[src/rtl/assert_macros.svh]
// Assertion macros shared by the keypoint median RTL.
// No dependencies.
`ifndef ASSERT_MACROS_SVH
`define ASSERT_MACROS_SVH
// Checks an implication whose consequent is checked in the cycle after the antecedent.
`define ASSERT_NEXT(label, clk, rst_n, ante, cons) \
    label: assert property (@(posedge clk) disable iff (!rst_n) (ante) |=> (cons)) \
        else $error("assertion failed");
// Checks a same-cycle implication.
`define ASSERT_NOW(label, clk, rst_n, ante, cons) \
    label: assert property (@(posedge clk) disable iff (!rst_n) (ante) |-> (cons)) \
        else $error("assertion failed");
`endif

[src/rtl/ktm_pkg.sv]
// Package for the keypoint temporal median: sizes and payload types.
// No dependencies.
package ktm_pkg;
    localparam int WindowFrames  = 5;
    localparam int KeypointCount = 21;
    localparam int CoordBits     = 16;
    localparam int IdxBits       = 5;
    localparam int SlotBits      = (WindowFrames > 1) ? $clog2(WindowFrames) : 1;
    localparam int KpBits        = (KeypointCount > 1) ? $clog2(KeypointCount) : 1;
    localparam int MedRank       = WindowFrames / 2;
    localparam int RankBits      = $clog2(WindowFrames + 1);

    typedef logic signed [CoordBits-1:0] coord_t;
    typedef coord_t [2:0] point_t;
    typedef coord_t [WindowFrames-1:0] column_t;

    typedef struct packed {
        logic [IdxBits-1:0]   keypoint_index;
        coord_t               coord_x;
        coord_t               coord_y;
        coord_t               coord_z;
    } kp_in_t;

    typedef struct packed {
        logic [IdxBits-1:0]   out_index;
        coord_t               median_x;
        coord_t               median_y;
        coord_t               median_z;
        logic                 frame_last;
        logic                 frame_changed;
    } kp_out_t;

    // Per-stage sideband that travels with each transaction.
    typedef struct packed {
        logic              valid;
        logic [KpBits-1:0] kp;
        logic              last;
    } stage_ctl_t;
endpackage

[src/rtl/ktm_rank.sv]
// Rank-select median of one coordinate column, split over two register
// stages: pairwise compares, then rank count and select. Depends on ktm_pkg.
module ktm_rank (
    input  logic                clk,
    input  logic                adv,
    input  ktm_pkg::column_t    column,
    output ktm_pkg::coord_t     median
);
    import ktm_pkg::*;

    localparam int N = WindowFrames;

    logic [N-1:0][N-1:0] lt_reg, eq_reg;
    column_t col_reg;
    coord_t median_reg, median_next;

    always_ff @(posedge clk)
    begin
        if (adv)
        begin
            col_reg <= column;
            for (int a = 0; a < N; a++)
            begin
                for (int b = 0; b < N; b++)
                begin
                    lt_reg[a][b] <= column[b] < column[a];
                    eq_reg[a][b] <= column[b] == column[a];
                end
            end
        end
    end

    // Lowest candidate whose rank window covers the median rank wins.
    always_comb
    begin
        logic [RankBits-1:0] less, equal;
        median_next = '0;
        for (int a = N - 1; a >= 0; a--)
        begin
            less = '0;
            equal = '0;
            for (int b = 0; b < N; b++)
            begin
                less = less + RankBits'(lt_reg[a][b]);
                equal = equal + RankBits'(eq_reg[a][b] && !lt_reg[a][b]);
            end
            if (32'(less) <= MedRank && MedRank < 32'(less) + 32'(equal))
            begin
                median_next = col_reg[a];
            end
        end
    end

    always_ff @(posedge clk)
    begin
        if (adv)
        begin
            median_reg <= median_next;
        end
    end

    assign median = median_reg;
endmodule

[config.mk]
export PLATFORM = sky130hd
export DESIGN_NAME = ktm_rank
export DESIGN_NICKNAME = d
export VERILOG_FILES = /design/src/rtl/assert_macros.svh /design/src/rtl/ktm_pkg.sv /design/src/rtl/ktm_rank.sv
export SDC_FILE = /design/constraint.sdc
export NUM_CORES = 1
export LEC_CHECK = 0
export BUFFER_PORTS_ARGS = -buffer_cell sky130_fd_sc_hd__buf_2
export CAP_MARGIN = 20
export CORE_ASPECT_RATIO = 0.9
export CORE_MARGIN = 2
export CORE_UTILIZATION = 55
export CTS_BUF_LIST = sky130_fd_sc_hd__clkbuf_8
export DETAILED_ROUTE_END_ITERATION = 16
export GPL_TIMING_DRIVEN = 0
export PLACE_DENSITY = 0.72
export SLEW_MARGIN = 25
export SYNTH_ARGS = -nofsm -noshare
export SYNTH_HDL_FRONTEND = slang
export SYNTH_SLANG_ARGS = --single-unit
[constraint.sdc]
create_clock -name clk -period 6.1 [get_ports clk]
set_input_delay 1.22 -clock clk [delete_from_list [all_inputs] [get_ports clk]]
set_output_delay 1.22 -clock clk [all_outputs]
set_load 0.05 [all_outputs]
==> results.md, run 1 <==
- Skew-Pair Late Insertion Delay: 0.44 ns
- Starting density of the core: 56.7%
- Rows: 45
- Fin util: 63.6%
- Status: finished, final reports clean
- Total number of vias: 7,547
- Largest net degree at the start of global routing: 70
- Final WL: 25,800 µm
- Worst setup margin: 1.35 ns
- Synthesis-stage register bit count: 126
- Die area: 18,700 µm²
- Clk_skew: 0.00746 ns
- EDFF count, synth: 126
- I/O pin count: 98
- 1st-iter DRT viols: 808
- Place WS: 1.48 ns
- CP arrival: 4.99 ns
- Design Power: 3.64 mW
- CTS sink cnt: 126
- DR WL/cell: 20.5 µm
- Grt met1 use: 42.4%
- Antenna fix cells: 0
- Die H: 130 µm
- Post-synthesis sequential area ratio: 39.1%
- Max reg flops: 80
- Total CTS buffers: 17
- CTS max path bufs: 2
- Filler Cells Inserted: 1,400
- Total Neg Setup Slack: 0 ns
- Storage cell area: 3780 µm²
- DRC Markers: 0
- Crit Path Category: reg2reg
- Post-Synthesis Cells: 897
- Area after DPL: 10,500 µm²
- Final min period: 4.75 ns
- Tot GR Track Use: 28.7%
- H-tree level count: 4
- Max Clk Rate: 0.211 GHz
- Buffers on Ports: 97
- Nets: 1,318
- Final setup vio count: 0
- Die width: 144 µm
- Period utilization: 77.8%
- TritonCTS clock tree: done
- Peak supply drop: 250 µV
- Vias/cell: 5.99
- Synth Area per Inst: 10.8 µm²
- Async S/R FF share, synth: 0%
- Ys Warns: 0
- Routability Congestion: 0.962
- Vias in the first global route: 7,137
- Met2 GRT Util: 43.8%
- Max-slew violation count: 0
- Synthesized area: 9670 µm²
- Final hold violations: 0
- RSZ-0062 raised after global routing: no
- PwrDens: 336 nW/µm²
- First-pass GRT wire length: 39,300 µm
- Worst Path Max Fanout: 10
- Drt pass-1 iters: 6
- FF-to-FF setup slack: 1.35 ns
- Most common cell after layout, fill and taps aside: ha_1
- Hold Crit Class: reg2reg
- Area of the multi-input gates: 5350 µm²
- Core area: 17,100 µm²
- Most frequent cells in the layout: ha_1, inv_1, edfxtp_1
- GRT busiest layer: met2
- Crit start category: register
- Relative max-transition margin: 50.3%
- Synth Flop Type: edfxtp_1
- CTS root buf: clkbuf_8
- Clock transition at path regs: 0.07 ns
- HPWL Detailed: 20,500 µm
- Setup Buffers After CTS: 0
- # resized after CTS: 0
- Max-cap violation count: 0
- Distinct cells, synth: 52
- CP required: 6.35 ns
- CP endpoint kind: register
- Post-Syn Nets: 1,201
- Share of post-route cells with drive strength above 1: 13.5%
- Hold-fix buffers, CTS: 0
- Initial antenna violation count: 0
- Global routing usage on met3: 5.17%
- Synthesis-to-layout area growth: 12.2%
- GRT overflow: 0
- Leak Pwr: 5.10 nW
- Slew at the pin with the worst max-slew slack: 0.738 ns
- DRT antenna net count: 0
- Design Area, Final: 10,800 µm²
-- metal layers --
layer	up-vias	part of all wire (%)
met1	3579	44
met3	39	11
met2	402	43
li1	3527	-
met5	-	0
met4	0	2.0
-- synth_stat cells, drive strengths merged (2+ instances only) --
| cell | count | area [µm²] |
|---|---|---|
| a211oi | 8 | 60.1 |
| a21boi | 3 | 22.5 |
| a21o | 17 | 128 |
| a21oi | 56 | 284 |
| a31oi | 19 | 119 |
| a41oi | 3 | 26.3 |
| and2 | 4 | 25.0 |
| and3 | 16 | 100 |
| and4 | 4 | 35.0 |
| buf | 4 | 22.5 |
| clkbuf | 9 | 35.0 |
| edfxtp | 126 | 3780 |
| fa | 22 | 440 |
| ha | 200 | 2500 |
| inv | 128 | 480 |
| mux2i | 8 | 80.1 |
| nand2 | 54 | 203 |
| nand2b | 17 | 106 |
| nand3 | 10 | 50.1 |
| nand3b | 5 | 37.5 |
| nand4 | 28 | 175 |
| nor2 | 45 | 169 |
| nor2b | 14 | 87.6 |
| nor3 | 3 | 15.0 |
| nor3b | 2 | 15.0 |
| nor4 | 6 | 37.5 |
| o211ai | 10 | 80.1 |
| o21a | 6 | 45.0 |
| o21ai | 30 | 150 |
| o21bai | 2 | 15.0 |
| o221ai | 16 | 140 |
| o22ai | 2 | 12.5 |
| o31ai | 3 | 22.5 |
| o41ai | 2 | 25.0 |
| or4 | 4 | 37.5 |
-- layout make-up --
class                   instances  area share, %
multi-input cells             629           49.3
repair buffers                 98           4.82
well taps                     235           2.71
clock buffers                  17           2.16
flip-flops and latches        126           34.9
plain buffers                  13          0.531
inverters                     129           4.48
clock inverters                12           1.15
-- worst paths after layout --
| check | startpoint | to | cells past startpoint |
|---|---|---|---|
| worst max-delay path | lt_reg[1] | median[4] | 11 |
| worst min-delay path | col_reg[11] | median[11] | 2 |
| worst max register to register | lt_reg[1] | median[4] | 11 |
| worst min register to register | col_reg[11] | median[11] | 2 |
-- cell families after synthesis --
logic type	share of synthesized area, %
mux	0.828
flops	39.1
xor+xnor	0.0906
fa+ha+maj	30.4
compound gates	12.4
buf+inv	5.61
simple gates	11.5
-- power breakdown --
| group | total (mW) | switching, mW | leakage (nW) | internal (mW) |
|---|---|---|---|---|
| logic | 1.77 | 1.18 | 3.69 | 0.596 |
| clock network | 0.696 | 0.343 | 0.176 | 0.353 |
| registers | 1.17 | 0.0363 | 1.23 | 1.14 |
-- worst max-delay path: stages, from the launching register on --
cell      delay (ns)
edfxtp_1        0.41
ha_1            0.31
inv_1           0.08
fa_1            0.45
fa_1            0.52
fa_1            0.58
inv_1           0.07
fa_1            0.40
o41ai_2         0.74
clkbuf_1        0.64
nor2_1          0.09
a31oi_1         0.27
-- metrics by stage --
step	hold slack, ns	std cells
after floorplan	0.566	897
after global placement	0.588	1229
after detailed placement	0.599	1230
after CTS	0.616	1259
after global routing	0.643	1259
final	0.612	1259
Power figures use the tool's default switching activity.
==> run 2, diff against run 1 <==
PLACE_DENSITY = 0.75   (was 0.72)
clock period = 3.97 ns   (was 6.1 ns; I/O delays follow)
==> results.md, run 2 (synthesized netlist as in run 1, its figures left out) <==
- Status: complete, but fails checks
- Failing checks: setup timing
- Leak Pwr: 5.26 nW
- Clk_skew: 0.0110 ns
- Starting density of the core: 56.7%
- CTS max path bufs: 2
- DRT antenna net count: 0
- Synthesis-to-layout area growth: 16.5%
- Cells along the critical path: ha_1 -> inv_1 -> fa_1 -> fa_1 -> inv_1 -> ha_2 -> fa_2 -> a21o_1 -> o22ai_4 -> buf_12 -> buf_2 -> o21ai_0 -> o221ai_1 -> a31oi_1
- Die area: 18,700 µm²
- Die H: 130 µm
- Vias in the first global route: 7,141
- Most frequent cells in the layout: ha_1, edfxtp_1, inv_1
- Worst path top cell family by delay: adder cells
- Inst Count DP: 1,230
- Largest net degree at the start of global routing: 66
- Tot GR Track Use: 29.1%
- Peak supply drop: 308 µV
- Rows: 45
- Routability Congestion: 0.942
- Crit start category: register
- Worst hold slack: 0.541 ns
- Slew at the pin with the worst max-slew slack: 0.605 ns
- PwrDens: 568 nW/µm²
- CP arrival: 4.25 ns
- CP Buf/Inv Count: 4
- Filler Cells Inserted: 1,312
- CTS sink cnt: 126
- Most common cell after layout, fill and taps aside: ha_1
- Crit Path Category: reg2reg
- Relative max-transition margin: 59.1%
- Max-cap violation count: 0
- Max-slew violation count: 0
- Core area: 17,100 µm²
- Max Clk Rate: 0.249 GHz
- Fin util: 66.1%
- Die width: 144 µm
- Initial antenna violation count: 0
- Antenna fix cells: 0
- TritonCTS clock tree: done
- Worst setup margin: -0.0415 ns
- Buffers on Ports: 97
- Final WL: 26,900 µm
- CTS root buf: clkbuf_8
- CP endpoint kind: register
- H-tree level count: 4
- Storage cell area: 3780 µm²
- Hold Crit Class: in2reg
- RSZ-0062 raised after global routing: yes
- Period utilization: 101%
- Final min period: 4.01 ns
- Final hold violations: 0
- Nets: 1,334
- 1st-iter DRT viols: 685
- Total Neg Setup Slack: -0.0548 ns
- Skew-Pair Late Insertion Delay: 0.44 ns
- Total CTS buffers: 17
- Final setup vio count: 3
- Area of the multi-input gates: 5500 µm²
- First-pass GRT wire length: 39,600 µm
- Clock transition at path regs: 0.08 ns
- Max reg flops: 80
- Crit-path max cell delay: 0.57 ns
- GRT overflow: 0
- DR WL/cell: 21.1 µm
- I/O pin count: 98
- Fin cells: 1,277
- Share of post-route cells with drive strength above 1: 18.3%
- Drt pass-1 iters: 6
- DRC Markers: 0
- HPWL Detailed: 20,700 µm
- Slowest CP cell: fa_1
- Worst Path Max Fanout: 8
- Vias/cell: 5.96
- CP required: 4.21 ns
- Total number of vias: 7,608
run 2: cell types whose count changed in the layout (fill, tap and decap cells not counted), sizes merged:
cell	previous run	this run
inv	130	131
clkinv	6	7
buf	102	118
run 2: layout make-up:
cell class,instances,share of cell area [%]
sequential,126,33.6
timing repair buffer,114,5.98
tap,235,2.61
buffer,13,1.25
clock inverter,14,1.30
clock buffer,17,2.08
multi-input combinational,629,48.8
inverter,129,4.43
run 2: worst paths after layout:
kind | startpoint | to | slack, ns | depth (start not counted)
hold / removal | column[70] | col_reg[70] | 0.54 | 1
setup reg to reg | lt_reg[16] | median[0] | -0.04 | 14
setup / recovery | lt_reg[16] | median[0] | -0.04 | 14
hold reg to reg | col_reg[9] | median[9] | 0.60 | 2
run 2: what timing repair did:
item                                   4_1_cts  5_1_grt
cloned                                       1        4
buffers inserted                             2        9
pin swaps                                    3       23
endpoints found under the hold margin        0        0
gates resized for setup                     28       49
hold buffers                                 0        0
setup endpoints to repair                   16       16
run 2: metal layers:
layer | global-route usage (%) | up-vias | routed length, µm
li1 | - | 3565 | -
met1 | 42.0 | 3653 | 11700
met2 | 44.7 | 332 | 12100
met3 | 5.28 | 58 | 2330
met4 | 9.40 | 0 | 789
met5 | 0 | - | 0
run 2: stage by stage:
stage          power [mW]  setup WS (ns)  instance area (µm²)
5_1_grt              6.76         -0.165                11300
3_5_place_dp         4.55         -0.655                10500
2_1_floorplan        3.70          0.141                 9670
4_1_cts              5.86        -0.0233                11000
3_3_place_gp         4.44         -0.614                10500
6_report             6.40        -0.0415                11300
run 2: power breakdown:
group	internal (mW)	switching, mW	total [mW]
registers	1.75	0.0636	1.81
clock network	0.555	0.536	1.09
logic	1.40	2.09	3.50
total	3.70	2.69	6.40
