==> src/rtl/assert_macros.svh <==
// Assertion macros shared by the keypoint median RTL.
// No dependencies.
`ifndef ASSERT_MACROS_SVH
`define ASSERT_MACROS_SVH
// Checks an implication whose consequent is checked in the cycle after the antecedent.
`define ASSERT_NEXT(label, clk, rst_n, ante, cons) \
    label: assert property (@(posedge clk) disable iff (!rst_n) (ante) |=> (cons)) \
        else $error("assertion failed");
// Checks a same-cycle implication.
`define ASSERT_NOW(label, clk, rst_n, ante, cons) \
    label: assert property (@(posedge clk) disable iff (!rst_n) (ante) |-> (cons)) \
        else $error("assertion failed");
`endif

==> src/rtl/ktm_pkg.sv <==
// Package for the keypoint temporal median: sizes and payload types.
// No dependencies.
package ktm_pkg;
    localparam int WindowFrames  = 5;
    localparam int KeypointCount = 21;
    localparam int CoordBits     = 16;
    localparam int IdxBits       = 5;
    localparam int SlotBits      = (WindowFrames > 1) ? $clog2(WindowFrames) : 1;
    localparam int KpBits        = (KeypointCount > 1) ? $clog2(KeypointCount) : 1;
    localparam int MedRank       = WindowFrames / 2;
    localparam int RankBits      = $clog2(WindowFrames + 1);

    typedef logic signed [CoordBits-1:0] coord_t;
    typedef coord_t [2:0] point_t;
    typedef coord_t [WindowFrames-1:0] column_t;

    typedef struct packed {
        logic [IdxBits-1:0]   keypoint_index;
        coord_t               coord_x;
        coord_t               coord_y;
        coord_t               coord_z;
    } kp_in_t;

    typedef struct packed {
        logic [IdxBits-1:0]   out_index;
        coord_t               median_x;
        coord_t               median_y;
        coord_t               median_z;
        logic                 frame_last;
        logic                 frame_changed;
    } kp_out_t;

    // Per-stage sideband that travels with each transaction.
    typedef struct packed {
        logic              valid;
        logic [KpBits-1:0] kp;
        logic              last;
    } stage_ctl_t;
endpackage

==> src/rtl/ktm_change.sv <==
// Change tracker: previous medians per keypoint and the per-frame change
// flag. Depends on ktm_pkg.
module ktm_change (
    input  logic                clk,
    input  logic                rst_n,
    input  logic                adv,
    input  ktm_pkg::stage_ctl_t ctl,
    input  ktm_pkg::point_t     med,
    output logic                changed
);
    import ktm_pkg::*;
    `include "assert_macros.svh"

    point_t prev_reg [KeypointCount];
    logic [KeypointCount-1:0] prev_ok_reg;
    logic seen_reg, seen_next;
    point_t prev_val;
    logic diff;

    always_comb
    begin
        prev_val = prev_ok_reg[ctl.kp] ? prev_reg[ctl.kp] : '0;
        diff = prev_val != med;
        seen_next = seen_reg;
        changed = 1'b0;
        if (ctl.valid)
        begin
            changed = ctl.last && (seen_reg || diff);
            seen_next = ctl.last ? 1'b0 : (seen_reg || diff);
        end
    end

    always_ff @(posedge clk)
    begin
        if (adv && ctl.valid)
        begin
            prev_reg[ctl.kp] <= med;
        end
    end

    always_ff @(posedge clk or negedge rst_n)
    begin
        if (!rst_n)
        begin
            prev_ok_reg <= '0;
            seen_reg <= 1'b0;
        end
        else if (adv)
        begin
            seen_reg <= seen_next;
            if (ctl.valid)
            begin
                prev_ok_reg[ctl.kp] <= 1'b1;
            end
        end
    end

    `ASSERT_NOW(a_changed_only_last, clk, rst_n, changed, ctl.last && ctl.valid)
    `ASSERT_NEXT(a_seen_clears, clk, rst_n, adv && ctl.valid && ctl.last, !seen_reg)
endmodule

==> config.mk <==
export PLATFORM = sky130hd
export DESIGN_NAME = ktm_change
export DESIGN_NICKNAME = d
export VERILOG_FILES = /design/src/rtl/ktm_pkg.sv /design/src/rtl/ktm_change.sv
export VERILOG_INCLUDE_DIRS = /design/src /design/src/rtl
export SDC_FILE = /design/constraint.sdc
export NUM_CORES = 1
export LEC_CHECK = 0
export ABC_AREA = 1
export BUFFER_PORTS_ARGS = -buffer_cell sky130_fd_sc_hd__buf_2
export CORE_MARGIN = 1.5
export CORE_UTILIZATION = 60
export CTS_CLUSTER_DIAMETER = 120
export DETAILED_ROUTE_END_ITERATION = 10
export MAX_ROUTING_LAYER = met4
export PLACE_DENSITY = 0.76
export SLEW_MARGIN = 20
export SYNTH_ARGS = -nofsm -noshare
export SYNTH_HDL_FRONTEND = slang
export SYNTH_SLANG_ARGS = --single-unit
==> constraint.sdc <==
create_clock -name clk -period 3.95 [get_ports clk]
set_clock_uncertainty 0.05 [all_clocks]
set_input_delay 0.5925 -clock clk [delete_from_list [all_inputs] [get_ports clk]]
set_output_delay 0.5925 -clock clk [all_outputs]
set_load 0.01 [all_outputs]
==> impl_metrics.py, run 1 <==
metrics = {
    "worst_setup_path": {
        "worst-setup-path-type": "in2out",
        "crit_required_ns": 3.31,
        "ff2ff_path_depth": 19,
        "critPathMostFrequentCell": "nand2_1",
        "startpoint": "ctl[1]",
        "cp_max_fo": 25,
        "critical_path.reg2reg.startpoint": "prev_ok_reg[7]",
        "path_cells": "buf_8 -> buf_12 -> nor2_4 -> buf_4 -> clkbuf_16 -> nand2_1 -> nand3_1 -> nand2_1 -> nand2_1 -> nor2_1 -> nand2_1 -> nand3_1 -> nand2_1 -> nor2_1 -> nand2_1 -> nor2_1 -> nand2_1 -> nor2_2 -> a21oi_1 -> buf_2",
        "cp_data_arrival_time_ns": 3.22,
        "cp_top_family": "simple AND/OR/NAND/NOR gates",
        "cp_num_buf_inv": 5,
        "slowest_stage": "buf_12",
        "cp_slowest_stage_delay_ns": 0.21,
        "ff2ff_setup_slack_ns": 1.32,
        "start_kind": "input port",
        "timing.rr.end": "seen_reg",
        "worstSetupEndpointType": "output pin",
    },
    "placed_design": {
        "io_buffers": 58,
        "place_inst": 4766,
        "gp_congestion": 0.881,
        "hpwlAfterDp_mm": 59.8,
    },
    "cts": {
        "cts_buffer_depth": 3,
        "path_clk_slew_ns": 0.06,
        "numCtsBuffers": 100,
        "cts_root_buf": "clkbuf_16",
        "clock_sinks": 1030,
        "clk_latency_ns": 0.67,
        "tritoncts": "done",
        "cts_max_level": 3,
    },
    "floorplan": {
        "die_x_um": 268,
        "core_area_mm2": 0.0689,
        "initial_core_util_pct": 61.0,
        "io_pins": 59,
        "row_count": 96,
        "die_h_um": 268,
        "die_area_mm2": 0.0716,
    },
    "logic_synthesis": {
        "yosys.area.top_type": "edfxtp_1",
        "synthArstFlopShare_pct": 2.14,
        "synth_top_family_by_area": "simple AND/OR/NAND/NOR gates",
        "postSynthCellCount": 3824,
        "synth-simple-area-share_pct": 22.8,
        "synth_most_common_cell": "nand2_1",
        "synth_commonest_cells": "2053 x nand2_1, 1008 x edfxtp_1, 192 x nor2_1",
        "yosys.area.top_type_share_pct": 72.0,
        "syn_avg_cell_area_um2": 11.0,
        "synthMuxAreaShare_pct": 0,
        "syn-cell-area_mm2": 0.0420,
        "synth-compound-area-share_pct": 1.47,
        "ys_seq_elements": 1030,
        "syn_nets": 3882,
        "ys.flop_type": "edfxtp_1",
        "synthAdderAreaFrac_pct": 0,
        "synthTopCellsByArea": "edfxtp_1 72%, nand2_1 18%, nor2_1 1.7%",
        "synth-xor-area-share_pct": 0,
        "ys_seq_area_share_pct": 73.3,
        "synth.distinct_cells": 22,
        "yosys_warnings": 0,
        "synth_edf_count": 1008,
    },
    "global_route": {
        "grt.overflow.total": 0,
        "grt_max_degree": 64,
        "antenna_found_initial": 6,
        "grt_pass1_wl_mm": 161,
        "first_global_vias": 27500,
        "grtUsageTotal_pct": 31.4,
    },
    "hold_path": {
        "hold_depth": 1,
        "hold_start": "med[10]",
        "whs_endpoint": "prev_reg[19][10]",
        "hold_class": "in2reg",
    },
    "timing": {
        "hold_viol": 0,
        "slew_headroom_pct": 55.5,
        "period_minus_slack_ns": 3.86,
        "worst_pin_slew_ns": 0.668,
        "fmax_mhz": 259,
        "post-route-period-util_pct": 97.8,
        "slew_violations": 0,
        "finalSetupViolCount": 0,
    },
    "layout": {
        "largest_register_ffs": 1008,
        "nFillCells": 4626,
        "multi_input_area_mm2": 0.0105,
        "fin_cells": 4970,
        "area_delta_synth_final_pct": 14.6,
        "nets": 4004,
        "regArea_mm2": 0.0308,
        "drive_gt1_share_pct": 10.1,
    },
    "routing": {
        "drt_iter0_markers": 3480,
        "ant_nets": 0,
        "viasPerCell": 5.78,
        "drt-wirelength-per-cell_um": 22.0,
        "vias": 28700,
        "drcViolationCount": 0,
        "drtPass1Iterations": 6,
        "drt_wl_total_mm": 109,
    },
    "power": {
        "total_power_mw": 23.7,
        "leakagePower_nw": 18.9,
        "p_per_area_mw_per_mm2": 491,
        "ir_worst_vdd_mv": 0.406,
    },
    "run": {
        "drv_cap": 0,
    },
    "run_status": {
        "status": "finished, final reports clean",
    },
}
## layout by cell type, fill, tap and decap left out, types with 45 or more instances in the layout
| master | n |
|---|---|
| clkbuf_16 | 105 |
| buf_4 | 90 |
| nand3_1 | 127 |
| buf_2 | 56 |
| nand4_1 | 45 |
| nand2_1 | 2051 |
| edfxtp_1 | 1008 |
| o21ai_0 | 51 |
| inv_1 | 46 |
| nor2_1 | 166 |
## routing by layer
layer  wire length [um]  track usage, %  vias up  share of wire (%)
met5                  0               -        -                  0
met4               4860            13.6        0                4.4
met3              11500            5.06      343                 11
met2              51300            48.9     1725                 47
met1              41500            41.5    13600                 38
li1                   -               -    13000                  -
## power by group
part | total (mW) | switching (mW) | internal (mW)
clock network | 10.1 | 4.01 | 6.06
registers | 12.1 | 0.0398 | 12.1
logic | 1.45 | 1.03 | 0.423
total | 23.7 | 5.08 | 18.6
## through the flow
stage / setup WS [ns] / utilization (%) / cell area (um^2) / setup TNS (ns) / hold slack [ns]
floorplan: -0.213 / - / 42100 / -115.66 / 0.247
global placement: 0.127 / 64.5 / 44500 / 0 / 0.388
detailed placement: 0.116 / 64.5 / 44500 / 0 / 0.394
CTS: 0.0442 / 69.6 / 48000 / 0 / 0.149
global route: -0.0177 / 69.9 / 48200 / -0.0177 / 0.147
finish: 0.0873 / 69.9 / 48200 / 0 / 0.149
## how the worst max path moves through the flow
stage,to,slack [ns],depth (start not counted)
2_1_floorplan,prev_reg[17][0],-0.21,6
3_3_place_gp,changed,0.13,18
3_5_place_dp,changed,0.12,16
4_1_cts,changed,0.04,21
5_1_grt,changed,-0.02,18
6_report,changed,0.09,20
## final cells by class
| type | instances | area share, % |
|---|---|---|
| Sequential cell | 1030 | 64.0 |
| Multi-Input combinational cell | 2563 | 21.8 |
| Clock buffer | 129 | 5.59 |
| Timing Repair Buffer | 198 | 4.12 |
| Tap cell | 931 | 2.42 |
| Clock inverter | 61 | 1.66 |
| Inverter | 53 | 0.455 |
| Antenna cell | 5 | 0.0260 |
## cells by family after synthesis
group / after synthesis
flops: 1030
buf+inv: 233
compound gates: 107
simple gates: 2454
## repair_timing
action / CTS / global route
setup endpoints to repair: 0 / 1
gates resized for setup: 0 / 12
hold buffers: 1 / 0
buffers inserted: 0 / 3
endpoints found under the hold margin: 22 / 0
Power figures use the tool's default switching activity.
==> inputs of run 2 (changes only) <==
--- a/config.mk
+++ b/config.mk
@@ -8,9 +8,10 @@
 export LEC_CHECK = 0
 export ABC_AREA = 1
 export BUFFER_PORTS_ARGS = -buffer_cell sky130_fd_sc_hd__buf_2
+export CORE_ASPECT_RATIO = 0.9
 export CORE_MARGIN = 1.5
 export CORE_UTILIZATION = 60
-export CTS_CLUSTER_DIAMETER = 120
+export CTS_CLUSTER_DIAMETER = 50
 export DETAILED_ROUTE_END_ITERATION = 10
 export MAX_ROUTING_LAYER = met4
 export PLACE_DENSITY = 0.76
==> impl_metrics.py, run 2 (same netlist as run 1, synthesis figures left out) <==
metrics = {
    "routing": {
        "drtPass1Iterations": 6,
        "drt-wirelength-per-cell_um": 22.3,
        "ant_nets": 0,
        "met2_length_mm": 50.9,
        "vias": 28900,
        "dr.max_layer_used": "met4",
        "drt_wl_total_mm": 111,
        "drt_iter0_markers": 3781,
        "wl_met3_mm": 13.4,
        "drcViolationCount": 0,
        "viasPerCell": 5.81,
        "wl_met1_mm": 42.7,
    },
    "run_status": {
        "status": "finished, final reports clean",
    },
    "worst_setup_path": {
        "path_cells": "buf_2 -> nor3_2 -> buf_4 -> nand2_1 -> nand2_1 -> nor2_1 -> nand2_1 -> nand2_1 -> nand2_1 -> nand2_1 -> nor2_1 -> nand2_1 -> nor2_1 -> nand2_2 -> nor2_4 -> a21oi_1 -> buf_4 -> buf_2",
        "cp_data_arrival_time_ns": 3.16,
        "start_kind": "input port",
        "crit_required_ns": 3.31,
        "cp_top_family": "simple AND/OR/NAND/NOR gates",
        "cp_slowest_stage_delay_ns": 0.45,
        "cp_max_fo": 13,
        "cp_num_buf_inv": 4,
        "worst-setup-path-type": "in2out",
        "slowest_stage": "nor3_2",
        "worstSetupEndpointType": "output pin",
        "critPathMostFrequentCell": "nand2_1",
    },
    "timing": {
        "slew_violations": 0,
        "grt_setup_unrepaired": "false",
        "setup_tns_ns": 0,
        "period_minus_slack_ns": 3.80,
        "fmax_mhz": 263,
        "post-route-period-util_pct": 96.3,
        "finalSetupViolCount": 0,
        "hold_viol": 0,
        "worst_pin_slew_ns": 0.788,
        "whs_ns": 0.191,
        "slew_headroom_pct": 47.4,
    },
    "global_route": {
        "grt_pass1_wl_mm": 164,
        "first_global_vias": 27800,
        "antenna_found_initial": 7,
        "grt_max_degree": 64,
        "grt.overflow.total": 0,
        "grtUsageTotal_pct": 32.0,
    },
    "cts": {
        "path_clk_slew_ns": 0.06,
        "clk_latency_ns": 0.68,
        "cts_max_level": 3,
        "clock_sinks": 1030,
        "numCtsBuffers": 101,
        "tritoncts": "done",
        "cts_buffer_depth": 3,
        "cts_root_buf": "clkbuf_16",
    },
    "placed_design": {
        "gp_congestion": 0.894,
        "hpwlAfterDp_mm": 61.8,
        "dpl_cell_area_mm2": 0.0446,
        "io_buffers": 58,
    },
    "floorplan": {
        "die_area_mm2": 0.0716,
        "initial_core_util_pct": 61.0,
        "die_x_um": 282,
        "die_h_um": 254,
        "core_area_mm2": 0.0689,
        "io_pins": 59,
        "row_count": 91,
    },
    "power": {
        "leakagePower_nw": 18.9,
        "ir_worst_vdd_mv": 0.372,
        "p_per_area_mw_per_mm2": 483,
    },
    "layout": {
        "regArea_mm2": 0.0308,
        "nets": 4017,
        "area_delta_synth_final_pct": 14.7,
        "drive_gt1_share_pct": 10.4,
        "post-route-cell-area_mm2": 0.0482,
        "nFillCells": 4603,
        "final_cell_mix": "2050 x nand2_1, 1008 x edfxtp_1, 162 x nor2_1",
        "multi_input_area_mm2": 0.0105,
        "final_common_cell": "nand2_1",
        "largest_register_ffs": 1008,
    },
    "run": {
        "drv_cap": 0,
    },
    "hold_path": {
        "hold_class": "in2reg",
    },
}
-- run 2: changes by cell type in the layout (fill, tap and decap cells not counted), sizes merged --
cell	before	now
buf	194	205
bufinv	19	10
clkbuf	132	134
clkinv	35	36
clkinvlp	3	4
diode	5	7
nand2	2055	2053
-- run 2: worst paths after layout --
kind	from	to	slack, ns	depth (start not counted)
worst max-delay path	ctl[5]	changed	0.15	18
max in group asynchronous	rst_n	prev_ok_reg[16]	3.04	2
worst min register to register	prev_ok_reg[3]	prev_ok_reg[3]	0.42	1
worst max register to register	prev_ok_reg[9]	seen_reg	1.52	19
min in group asynchronous	rst_n	prev_ok_reg[13]	0.42	2
worst min-delay path	med[3]	prev_reg[20][3]	0.19	1
-- run 2: stage by stage --
stage / cells / power [mW] / setup slack [ns] / utilization [%]
2_1_floorplan: 3824 / 13.1 / -0.213 / -
3_3_place_gp: 4776 / 13.7 / 0.0719 / 64.8
3_5_place_dp: 4776 / 13.8 / 0.0585 / 64.8
4_1_cts: 4959 / 23.3 / 0.0422 / 69.6
5_1_grt: 4975 / 23.9 / 0.00331 / 70.0
6_report: 4975 / 23.3 / 0.147 / 70.0
-- run 2: cell type report --
class	instances	area share (%)
diodes	7	0.0363
clock buffers	130	5.77
clock inverters	52	1.13
inverters	53	0.503
multi-input cells	2561	21.7
flip-flops and latches	1030	63.9
well taps	930	2.41
repair buffers	210	4.45
repair inverters	2	0.0467
-- run 2: metal layers --
| metal | track usage (%) | vias to the layer above |
|---|---|---|
| met4 | 11.6 | 0 |
| met5 | - | - |
| met2 | 48.3 | 1777 |
| met3 | 6.29 | 279 |
| li1 | - | 13100 |
| met1 | 43.8 | 13800 |
-- run 2: power by group --
group	switching (mW)	total, mW	internal, mW
combinational	1.06	1.50	0.443
sequential	0.0351	12.1	12.1
clock	4.05	9.68	5.63
total	5.14	23.3	18.2
-- run 2: repair_timing --
action                     4_1_cts  5_1_grt
hold endpoints to repair        22        0
gates resized for setup          0       24
setup buffers                    0        3
hold buffers                     1        0
setup endpoints to repair        0        1
